`config.mk`:
```
export PLATFORM = sky130hd
export DESIGN_NAME = pcd_div
export DESIGN_NICKNAME = d
export VERILOG_FILES = /design/src/design/pcd_div.sv
export SDC_FILE = /design/constraint.sdc
export NUM_CORES = 2
export LEC_CHECK = 0
export ABC_AREA = 1
export BUFFER_PORTS_ARGS = -buffer_cell sky130_fd_sc_hd__buf_2
export CORE_UTILIZATION = 30
export CTS_CLUSTER_DIAMETER = 30
export CTS_CLUSTER_SIZE = 12
export DETAILED_ROUTE_END_ITERATION = 7
export GPL_TIMING_DRIVEN = 1
export PLACE_DENSITY = 0.54
export SLEW_MARGIN = 40
export SYNTH_ARGS = -nofsm -noshare
export SYNTH_HDL_FRONTEND = slang
export SYNTH_SLANG_ARGS = --single-unit
export TNS_END_PERCENT = 20
```
`constraint.sdc`:
```
create_clock -name clk -period 3.5 [get_ports clk]
set_input_delay 1.05 -clock clk [delete_from_list [all_inputs] [get_ports clk]]
set_output_delay 1.05 -clock clk [all_outputs]
set_load 0.05 [all_outputs]
```
`src/design/pcd_div.sv`:
```
`timescale 1ns / 1ps
// Pipelined restoring divider for a quotient known to fit QB bits, one bit per stage.
// Standalone; stalls with the shared pipeline enable.
module pcd_div #(
	parameter int NUM_W = 39,
	parameter int DEN_W = 25,
	parameter int QB    = 15
) (
	input  logic             clk,
	input  logic             en,
	input  logic [NUM_W-1:0] num,
	input  logic [DEN_W-1:0] den,
	output logic [QB-1:0]    quo
);
	localparam int CMP_W = (DEN_W + QB > NUM_W) ? DEN_W + QB : NUM_W;

	logic [CMP_W-1:0] rem_q [QB];
	logic [DEN_W-1:0] den_q [QB];
	logic [QB-1:0]    quo_q [QB];

	for (genvar k = 0; k < QB; k++) begin : g_st
		logic [CMP_W-1:0] rem_in, dsh;
		logic [DEN_W-1:0] den_in;
		logic [QB-1:0]    quo_in;
		logic             ge;
		if (k == 0) begin : g_first
			assign rem_in = CMP_W'(num);
			assign den_in = den;
			assign quo_in = '0;
		end else begin : g_next
			assign rem_in = rem_q[k-1];
			assign den_in = den_q[k-1];
			assign quo_in = quo_q[k-1];
		end
		// compare against the divisor aligned to this quotient bit
		assign dsh = CMP_W'(den_in) << (QB - 1 - k);
		assign ge  = (rem_in >= dsh);
		always_ff @(posedge clk) begin
			if (en) begin
				rem_q[k] <= ge ? rem_in - dsh : rem_in;
				den_q[k] <= den_in;
				quo_q[k] <= {quo_in[QB-2:0], ge};
			end
		end
	end

	assign quo = quo_q[QB-1];
endmodule

```
Word level (Yosys, flattened, before mapping) --
Memories as Yosys holds them, arrays and structs flattened. Cells that the tools add are included.
Storage, ports and cells: register bits after elaboration 0, bits in writable memories 1200, logic and storage cells 50, memories 3
Memory list:
- rem_q | words 15, width 40, read ports 14, clocked after Yosys merged registers in 0, write ports 15, line 17 | logic [CMP_W-1:0] rem_q [QB];
- den_q | words 15, width 25, read ports 14, clocked after Yosys merged registers in 0, write ports 15, line 18 | logic [DEN_W-1:0] den_q [QB];
- quo_q | words 15, width 15, read ports 15, clocked after Yosys merged registers in 0, write ports 15, line 19 | logic [QB-1:0] quo_q [QB];
Cells by class: add/sub/neg operators 15, magnitude comparators 15, muxes and demuxes 17
Operator list (number):
- $mux W40 | 15
- $ge A40 B25 Y1 | 1
- $ge A40 B26 Y1 | 1
- $ge A40 B27 Y1 | 1
- $ge A40 B28 Y1 | 1
- $ge A40 B29 Y1 | 1
- $ge A40 B30 Y1 | 1
- $ge A40 B31 Y1 | 1
- $ge A40 B32 Y1 | 1
- $ge A40 B33 Y1 | 1
- $ge A40 B34 Y1 | 1
- $ge A40 B35 Y1 | 1
- $ge A40 B36 Y1 | 1
- $ge A40 B37 Y1 | 1
- $ge A40 B38 Y1 | 1
- $sub A39 B39 Y40 | 1
- $sub A40 B25 Y40 | 1
- $sub A40 B26 Y40 | 1
- $sub A40 B27 Y40 | 1
- $sub A40 B28 Y40 | 1
- $sub A40 B29 Y40 | 1
- $sub A40 B30 Y40 | 1
- $sub A40 B31 Y40 | 1
- $sub A40 B32 Y40 | 1
- other kinds (8) | 9

Longest topological paths before layout --
An unclocked memory read counts as a cell.
depth in word-level cells 3, mapped depth 17

Worst setup path before layout --
OpenSTA, ideal clock, no wires.
kind in2reg, start point input port num[14], end point memory rem_q[0][14] (netlist name) (data pin), data arrival time 2513 ps, data required time 3240 ps, path slack 727 ps, stages 9, buffers on the path 1, cells stage by stage inv_1 ha_1 fa_1 or2_1 nand3_2 nand3_1 nand3_2 buf_4 o21ai_0
RTL lines:
- start: declaration | line 11 | input logic [NUM_W-1:0] num,
- end: declaration | line 17

==> results.ini <==
[run_status]
status=complete, no violations

[finish]
nets=9394
area_growth_pct=19.44
fillCellCount=23390
finish.instance_area_um2=80390
final_cell_count_no_fill=12130
drive_above_1_share_pct=7.635

[power]
leakage_nw=36.93
intPower_mw=41.43
switching_share_pct=39.65
power_frac_seq_pct=28.7
power.density_nw_per_um2=853.9
comb_power_share_pct=37.2
ir_drop_mv=0.4682
pwr-share-clk_pct=34.1
switchingPower_mw=27.22

[yosys]
yosysTopAreaCell=edfxtp_1
synthesis.area_um2=67310
yosysSeqAreaShare_pct=45.95
netlist_instances=8607
yosysUniqueCellTypes=47
ys_top_cells_by_area=edfxtp_1 46%, nand2_1 16%, inv_1 8.3%, ha_1 7.0%, nor2_1 4.0%
synth_flop_cell=edfxtp_1
synth_edf_count=1030
avgSynthCellArea_um2=7.820
synth.most_common_cell=nand2_1
ys_warn_count=0
ys_ff_latch=1030
synth_common_cells=2951 x nand2_1, 1483 x inv_1, 1030 x edfxtp_1, 713 x nor2_1, 448 x nand3_1
synth_fp_nets=9062
async_reset_ff_share_pct=0
synth_top_area_share_pct=45.95

[routing]
wirelength_um=223500
vias_per_cell=4.772
route.detailed.drc=0
vias=57890
wl_per_cell_um=18.42
first_pass_iters=6
dr.first_iter.drc_count=5217
ant_nets=0

[critical_path]
worst-path-max-fanout=4
required_ns=4.14
start_kind=register
crit_path_end_kind=register
worstPathArrival_ns=3.70
critPathKind=register to register

[placed_design]
gp_congestion=0.9597
post_dp_cell_area_um2=71710
dp_slack_ns=0.3652
dpl.hpwl_um=182700
dp_cells=11670
port_buffers=80

[global_route]
antenna_found_initial=2
busiest_layer=met2
grt_overflow=0
grt_util_met3_pct=3.096
grt_max_degree=92
gr-usage-met1_pct=27.45
grt_pass1_wl_um=336400
grt_pass1_vias=55550
met2_usage_pct=30.77
grt_usage_pct=19.56

[clock_network]
post_cts_buffers=0
clk_latency_ns=0.86
postCtsHoldBufs=0
clkTransAtPathRegs_ns=0.05
cts_sinks=1030
clk_path_buf_depth=3
cts_resized=0
cts_root_buffer=clkbuf_16
cts_tree=done
cts-htree-levels=4
cts_made_buffers=241

[floorplanning]
die_w_um=475.7
start_util_pct=30.25
io_pins=81
core-area_um2=222500
num_rows=173
dieArea_um2=226300
die_h_um=475.7

[timing]
max_slew_margin_pct=48.25
clock_skew_ns=0.07242
fin_crit_ns=3.062
tightest_slew_ns=0.7703
max_freq_ghz=0.3266
hold_viol_final=0
rsz0062_at_grt=false
maxSlewViolCount=0
setup_viol=0
tns_ns=0
worst_slack_ns=0.4380
fin_crit_sh_pct=87.49

[worst_hold_path]
min-delay-path-class=input pin to register

[job]
cap_violations=0

==> cells in the final DEF, fill, tap and decap left out, types with 111 or more instances in the layout <==
master / netlist / final
nand3_1: 448 / 448
clkbuf_16: 0 / 242
inv_1: 1483 / 1483
o21ai_0: 266 / 265
nand4_1: 182 / 182
a21oi_1: 407 / 407
xnor2_1: 111 / 111
nand2_1: 2951 / 2951
ha_1: 375 / 375
edfxtp_1: 1030 / 1030
nor2_1: 713 / 713
==> metrics by stage <==
step | hold slack (ns) | power [mW] | utilization [%]
2_1_floorplan | 0.4003 | 36.38 | -
3_3_place_gp | 0.4022 | 45.15 | 32.22
3_5_place_dp | 0.4054 | 45.12 | 32.23
4_1_cts | 0.3070 | 68.92 | 36.13
5_1_grt | 0.3310 | 73.13 | 36.13
6_report | 0.3786 | 68.65 | 36.13
==> critical path, cell delays in order, from the launching register on <==
cell,delay [ns]
edfxtp_1,0.47
ha_1,0.31
fa_1,0.43
inv_1,0.14
nand3_1,0.08
nand2_1,0.26
nand2_1,0.09
nand2_1,0.25
nand2_1,0.09
nand2_1,0.20
nand2_1,0.12
nand3_1,0.08
nand2_1,0.05
a21oi_1,0.28
==> power groups by stage <==
stage                     logic [mW]  clock network (mW)  registers, mW
final                           25.6                23.4           19.7
after global routing            28.7                24.5           19.9
after CTS                       25.3                23.8           19.7
after detailed placement        25.2                   0           19.9
after global placement          25.2                   0           20.0
after floorplan                 17.9                   0           18.5
==> registers in the layout (all words and copies together), names as in the netlist <==
signal / cells
den_q: 350
rem_q: 560
quo_q: 120
==> routing by layer <==
layer | share of wire, % | up-vias | wire, um
li1 | - | 28650 | -
met4 | 2.7 | 0 | 6031
met5 | 0 | - | 0
met2 | 44 | 1788 | 99220
met3 | 6.2 | 332 | 13890
met1 | 47 | 27130 | 104400
==> logic make-up after synthesis <==
family / count (synthesis) / synth area share [%]
AO/OA/AOI/OAI: 841 / 6.632
XOR/XNOR: 218 / 2.837
adder cells (fa/ha/maj): 389 / 7.387
buffers and inverters: 1578 / 9.289
flip-flops: 1030 / 45.95
AND/OR/NAND/NOR: 4551 / 27.90
==> final timing paths <==
path	start	endpoint	slack (ns)	cells past startpoint
hold reg to reg	quo_q[6][28]$_DFFE_PP_	quo_q[7][14]$_DFFE_PP_	0.41	0
setup reg to reg	den_q[0][0]$_DFFE_PP_	rem_q[0][79]$_DFFE_PP_	0.44	13
setup / recovery	den_q[0][0]$_DFFE_PP_	rem_q[0][79]$_DFFE_PP_	0.44	13
hold / removal	num[3]	rem_q[0][3]$_DFFE_PP_	0.38	1
==> area by class of cell <==
cell class	instances	area [um^2]	area share, %
Sequential cell	1030	30930	38.47
Tap cell	2975	3722	4.630
Inverter	1499	5627	6.999
Clock buffer	264	6138	7.635
Clock inverter	195	2544	3.164
Antenna cell	1	2.502	0.003113
Timing Repair Buffer	168	1296	1.612
Multi-Input combinational cell	5999	30140	37.48
Power figures use the tool's default switching activity.
