**src/design/pcd_isqrt.sv**
```systemverilog
`timescale 1ns / 1ps
// Pipelined integer square root, one root bit per stage, floor result.
// Standalone; stalls with the shared pipeline enable.
module pcd_isqrt #(
	parameter int SUM_W = 50
) (
	input  logic             clk,
	input  logic             en,
	input  logic [SUM_W-1:0] radicand,
	output logic [SUM_W/2-1:0] root
);
	localparam int RW    = SUM_W / 2;
	localparam int REM_W = RW + 3;

	logic [REM_W-1:0] rem_q  [RW];
	logic [RW-1:0]    root_q [RW];
	logic [SUM_W-1:0] rad_q  [RW];

	for (genvar k = 0; k < RW; k++) begin : g_st
		logic [REM_W-1:0] rem_in, cat, trial;
		logic [RW-1:0]    root_in;
		logic [SUM_W-1:0] rad_in;
		if (k == 0) begin : g_first
			assign rem_in  = '0;
			assign root_in = '0;
			assign rad_in  = radicand;
		end else begin : g_next
			assign rem_in  = rem_q[k-1];
			assign root_in = root_q[k-1];
			assign rad_in  = rad_q[k-1];
		end
		// bring down the next two radicand bits and try the next root bit
		assign cat   = {rem_in[REM_W-3:0], rad_in[SUM_W-1 -: 2]};
		assign trial = {1'b0, root_in, 2'b01};
		always_ff @(posedge clk) begin
			if (en) begin
				if (cat >= trial) begin
					rem_q[k]  <= cat - trial;
					root_q[k] <= {root_in[RW-2:0], 1'b1};
				end else begin
					rem_q[k]  <= cat;
					root_q[k] <= {root_in[RW-2:0], 1'b0};
				end
				rad_q[k] <= rad_in << 2;
			end
		end
	end

	assign root = root_q[RW-1];
endmodule

```
**config.mk**
```make
export PLATFORM = sky130hd
export DESIGN_NAME = pcd_isqrt
export DESIGN_NICKNAME = d
export VERILOG_FILES = /design/src/design/pcd_isqrt.sv
export SDC_FILE = /design/constraint.sdc
export NUM_CORES = 2
export LEC_CHECK = 0
export BUFFER_PORTS_ARGS = -buffer_cell sky130_fd_sc_hd__clkbuf_2
export CORE_MARGIN = 1
export CORE_UTILIZATION = 40
export DETAILED_ROUTE_END_ITERATION = 6
export GPL_TIMING_DRIVEN = 0
export HOLD_SLACK_MARGIN = 0.06
export PLACE_DENSITY = 0.51
export SLEW_MARGIN = 20
export SYNTH_ARGS = -nofsm -noshare
export SYNTH_HDL_FRONTEND = slang
export SYNTH_SLANG_ARGS = --single-unit
```
**constraint.sdc**
```tcl
create_clock -name clk -period 3.65 [get_ports clk]
set_clock_uncertainty 0.1 [all_clocks]
set_input_delay 0.365 -clock clk [delete_from_list [all_inputs] [get_ports clk]]
set_output_delay 0.365 -clock clk [all_outputs]
set_load 0.1 [all_outputs]
```
==> Yosys cells after proc, flatten, opt, wreduce, memory -nomap -nowiden <==
Memories as Yosys holds them, arrays and structs flattened.
Index checks and enable logic that the tools add are counted.
{ "totals": {"register_bits": 0, "inputBits": 52, "mem_bits_rw": 2525, "output_inout_bits": 25, "elab_cells": 305, "mem_count": 3} }
{ "classes": {"bitwise_logic": 50, "n_addsub": 25, "n_lt_le_gt_ge": 25, "muxes": 202} }
{ "mem_list": {"columns": ["memory", "depth", "word_bits", "read_ports", "rd_ports_with_merged_regs", "write_ports", "line", "text"], "rows": [
  ["rad_q", 25, 48, 24, 0, 25, "17", "logic [SUM_W-1:0] rad_q [RW];"],
  ["rem_q", 25, 28, 24, 0, 25, "15", "logic [REM_W-1:0] rem_q [RW];"],
  ["root_q", 25, 25, 25, 0, 25, "16", "logic [RW-1:0] root_q [RW];"]
]} }
{ "ops": {"columns": ["cell", "n"], "rows": [
  ["$mux W28", 25],
  ["$ge A28 B27 Y1", 24],
  ["$sub A28 B27 Y28", 24],
  ["$mux W25", 25],
  ["$mux W1", 152],
  ["$or A1 B1 Y1", 50],
  ["$sub A2 B1 Y3 const B", 1],
  ["$ge A2 B1 Y1 const B", 1]
]} }

==> Depth between registers and ports, before layout <==
An unclocked memory read counts as a cell.
{ "depth": {"word_depth": 6, "mapped_depth": 13, "mapped_depth_nobuf": 12} }

==> Worst setup path after synthesis <==
No wires, ideal clock.
{ "synth_timing": {"kind": "register to register", "from": "memory rem_q[1][196] (netlist name)", "to": "memory rem_q[2][8] (netlist name) (data pin)", "path_buffers": 1, "required_time_ps": 3290, "synth_period_minus_slack_ps": 3378, "path_stages_with_launch": 11, "setup_time_ps": 260, "path_slack_ps": 272, "arrival_time_ps": 3018, "cell_sequence": "edfxtp_1 > ha_1 > nor2b_1 > o21ai_1 > a21oi_1 > or4b_1 > a31oi_1 > o21ai_1 > a211oi_1 > buf_2 > mux2_2"} }
{ "synth_lines": {"columns": ["item", "line"], "rows": [
  ["start, declared", "15"]
]} }

==> out/metrics.yaml <==
status: "complete, no violations"
p_total_mw: 49.5
fmax_mhz: 282
fin_crit_ps: 3540
drc: 0
yosysTopAreaCell: "edfxtp_1"
crit_path_start_kind: "flip-flop"
whs_path_depth: 3
root_buffer: "clkbuf_16"
finalSetupViolCount: 0
final_cell_mix: "edfxtp_1 (1513), inv_1 (436), nand2_1 (371)"
synth_top_area_share_pct: 64.6
worstMarginPinSlew_ps: 833
track_usage_pct: 16.2
grt_pass1_vias: 40725
cp_cell_sequence: "ha_1, clkbuf_1, o21a_1, o31a_1, o211a_1, nor4b_1, nor2_1, o221ai_4, or3_1, nor3b_1, xor2_1"
synth_seq_area_share_pct: 64.7
synth_area_sq_um: 70300
coreArea_sq_um: 174000
utilization_pct: 46.4
ys_types: 84
crit_slowest_cell: "or3_1"
io_pins: 77
worst-path-buf-inv: 1
slew-limit-headroom_pct: 44.5
die_w_um: 421
max_cap_viol_count: 0
wl_um: 144000
path_depth: 11
final_nets: 6133
initial_utilization_pct: 40.3
clkTransAtPathRegs_ps: 60
grt_pass1_wl_um: 227000
end_kind: "flip-flop"
yosys_warnings: 0
drive_gt1_share_pct: 10.0
maxSlewViolCount: 0
synth-seq-cells: 1514
hold_viol: 0
cts_buffers: 169
slowest_delay_ps: 470
cts_sinks: 1514
routed-via-count: 41272
routedWlPerCell_um: 17.6
powerDensity_nw_per_um2: 612
drt.antenna.violating_nets: 0
area_growth_pct: 15.0
overflow: 0
dp_hpwl_um: 104000
h-tree-depth: 4
n_fill_cell: 15644
path_class: "flip-flop to flip-flop"
synth_edf_count: 1513
synth_area_leaders: "edfxtp_1 (65%), ha_1 (6.3%), xnor2_1 (3.0%)"
synth_ff_type: "edfxtp_1"
gp_congestion: 0.875
hold_class: "input port to flip-flop"
antenna_found_initial: 4
dr.first_iter.drc_count: 2563
final_common_cell: "edfxtp_1"
peakVddDrop_uv: 417
firstDrtPassIters: 6
r2r_cells: 11
portBuffers: 76
cp_data_arrival_time_ps: 3980
clock_latency_ps: 820
die_h_um: 421
path_max_fanout: 9
finalCritPeriodShare_pct: 97.0
num_rows: 153
crit_required_ps: 4090
synth_nets: 5796
cts_tree: "yes"
p_leak_nw: 30.8
syn_inst: 5391
syn_area_per_cell_sq_um: 13.0
clockBufferDepth: 3
grt_max_degree: 93
critPathTopFamily: "simple AND/OR/NAND/NOR gates"
synthArstFlopShare_pct: 0
die-area_sq_um: 177000
vias_per_cell: 5.04
rsz0062_at_grt: "true"
-- worst reg2reg max path, stage by stage, from the launching register on --
cell      delay (ps)
edfxtp_1         430
ha_1             310
clkbuf_1         270
o21a_1           160
o31a_1           220
o211a_1          240
nor4b_1           80
nor2_1           370
o221ai_4         290
or3_1            470
nor3b_1          270
xor2_1           100
-- kinds of logic after synthesis --
kind of cell,synth area share [%]
AND/OR/NAND/NOR,9.85
buffers and inverters,2.99
AO/OA/AOI/OAI,9.27
adder cells (fa/ha/maj),6.28
multiplexers,1.17
XOR/XNOR,5.77
flip-flops,64.7
-- Yosys cell counts, drive strengths merged (8+ instances only) --
master,n
o21ai,304
a21o,134
a21boi,15
nand2b,74
nand3,86
and2,35
or2,34
o211ai,20
nand3b,25
nand2,371
or3,50
xnor2,242
o41ai,11
inv,436
a211o,14
a211oi,22
mux2,65
or4,28
clkbuf,107
and3,35
nor4,64
nor3,130
a31oi,33
a2111oi,8
nor4b,17
edfxtp,1513
a221oi,11
o21bai,17
o21a,69
a41oi,10
nor2b,56
xor2,221
mux2i,9
o31ai,23
a21oi,297
nor2,304
nand4,44
buf,12
and4,9
ha,353
-- registers in the layout, indices dropped and copies added, names as in the netlist --
name / cells
rad_q: 600
rem_q: 589
root_q: 325
-- repair_timing --
item | in CTS | in global routing
pin swaps | 4 | 8
hold buffers | 56 | 0
resized for setup | 60 | 46
cloned | 1 | 0
endpoints found under the setup margin | 1394 | 192
hold endpoints to repair | 109 | 0
setup buffers | 4 | 10
-- metrics by stage --
step | setup slack, ps | TNS [ps] | cells | cell area [sq um] | hold WS [ps]
4_1_cts | -1.90 | -1.90 | 8180 | 80600 | 66.2
3_3_place_gp | -13000 | - | 7792 | 73600 | 300
3_5_place_dp | -2690 | -2152720 | 7816 | 74200 | 305
6_report | 109 | 0 | 8186 | 80800 | 125
2_1_floorplan | 272 | 0 | 5391 | 70300 | 300
5_1_grt | -59.5 | -94.7 | 8185 | 80800 | 89.6
-- area by class of cell --
| type | instances | area, sq um | area share [%] |
|---|---|---|---|
| clock buffer | 197 | 4330 | 5.36 |
| multi-input combinational | 3322 | 23000 | 28.5 |
| buffer | 114 | 566 | 0.700 |
| inverter | 436 | 1640 | 2.02 |
| tap | 2325 | 2910 | 3.60 |
| antenna | 1 | 2.50 | 0.00310 |
| sequential | 1514 | 45500 | 56.2 |
| clock inverter | 106 | 1190 | 1.47 |
| timing repair buffer | 171 | 1710 | 2.12 |
-- metal layers --
metal  GRT usage, %  routed length (um)  vias up
li1               -                   -    20577
met1           21.0               64700    19839
met2           27.3               69900      620
met3           2.59                4920      234
met4           5.60                4290        2
met5              0                  15        -
-- power breakdown --
group	switching (mW)	total [mW]	internal, mW	leakage, nW
logic	5.46	9.51	4.05	13.6
clock network	7.08	16.7	9.67	2.66
registers	1.31	23.2	21.9	14.6
total	13.8	49.5	35.6	30.8
-- final timing paths --
| path | endpoint | from | slack, ps |
|---|---|---|---|
| setup / recovery | rem_q[2][109]$_DFFE_PP_ | rem_q[2][57]$_DFFE_PP_ | 110 |
| hold reg to reg | rad_q[0][225]$_DFFE_PP_ | rad_q[0][175]$_DFFE_PP_ | 290 |
| setup reg to reg | rem_q[2][109]$_DFFE_PP_ | rem_q[2][57]$_DFFE_PP_ | 110 |
| hold / removal | rad_q[1][166]$_DFFE_PP_ | en | 120 |
(Power assumes the default switching activity.)
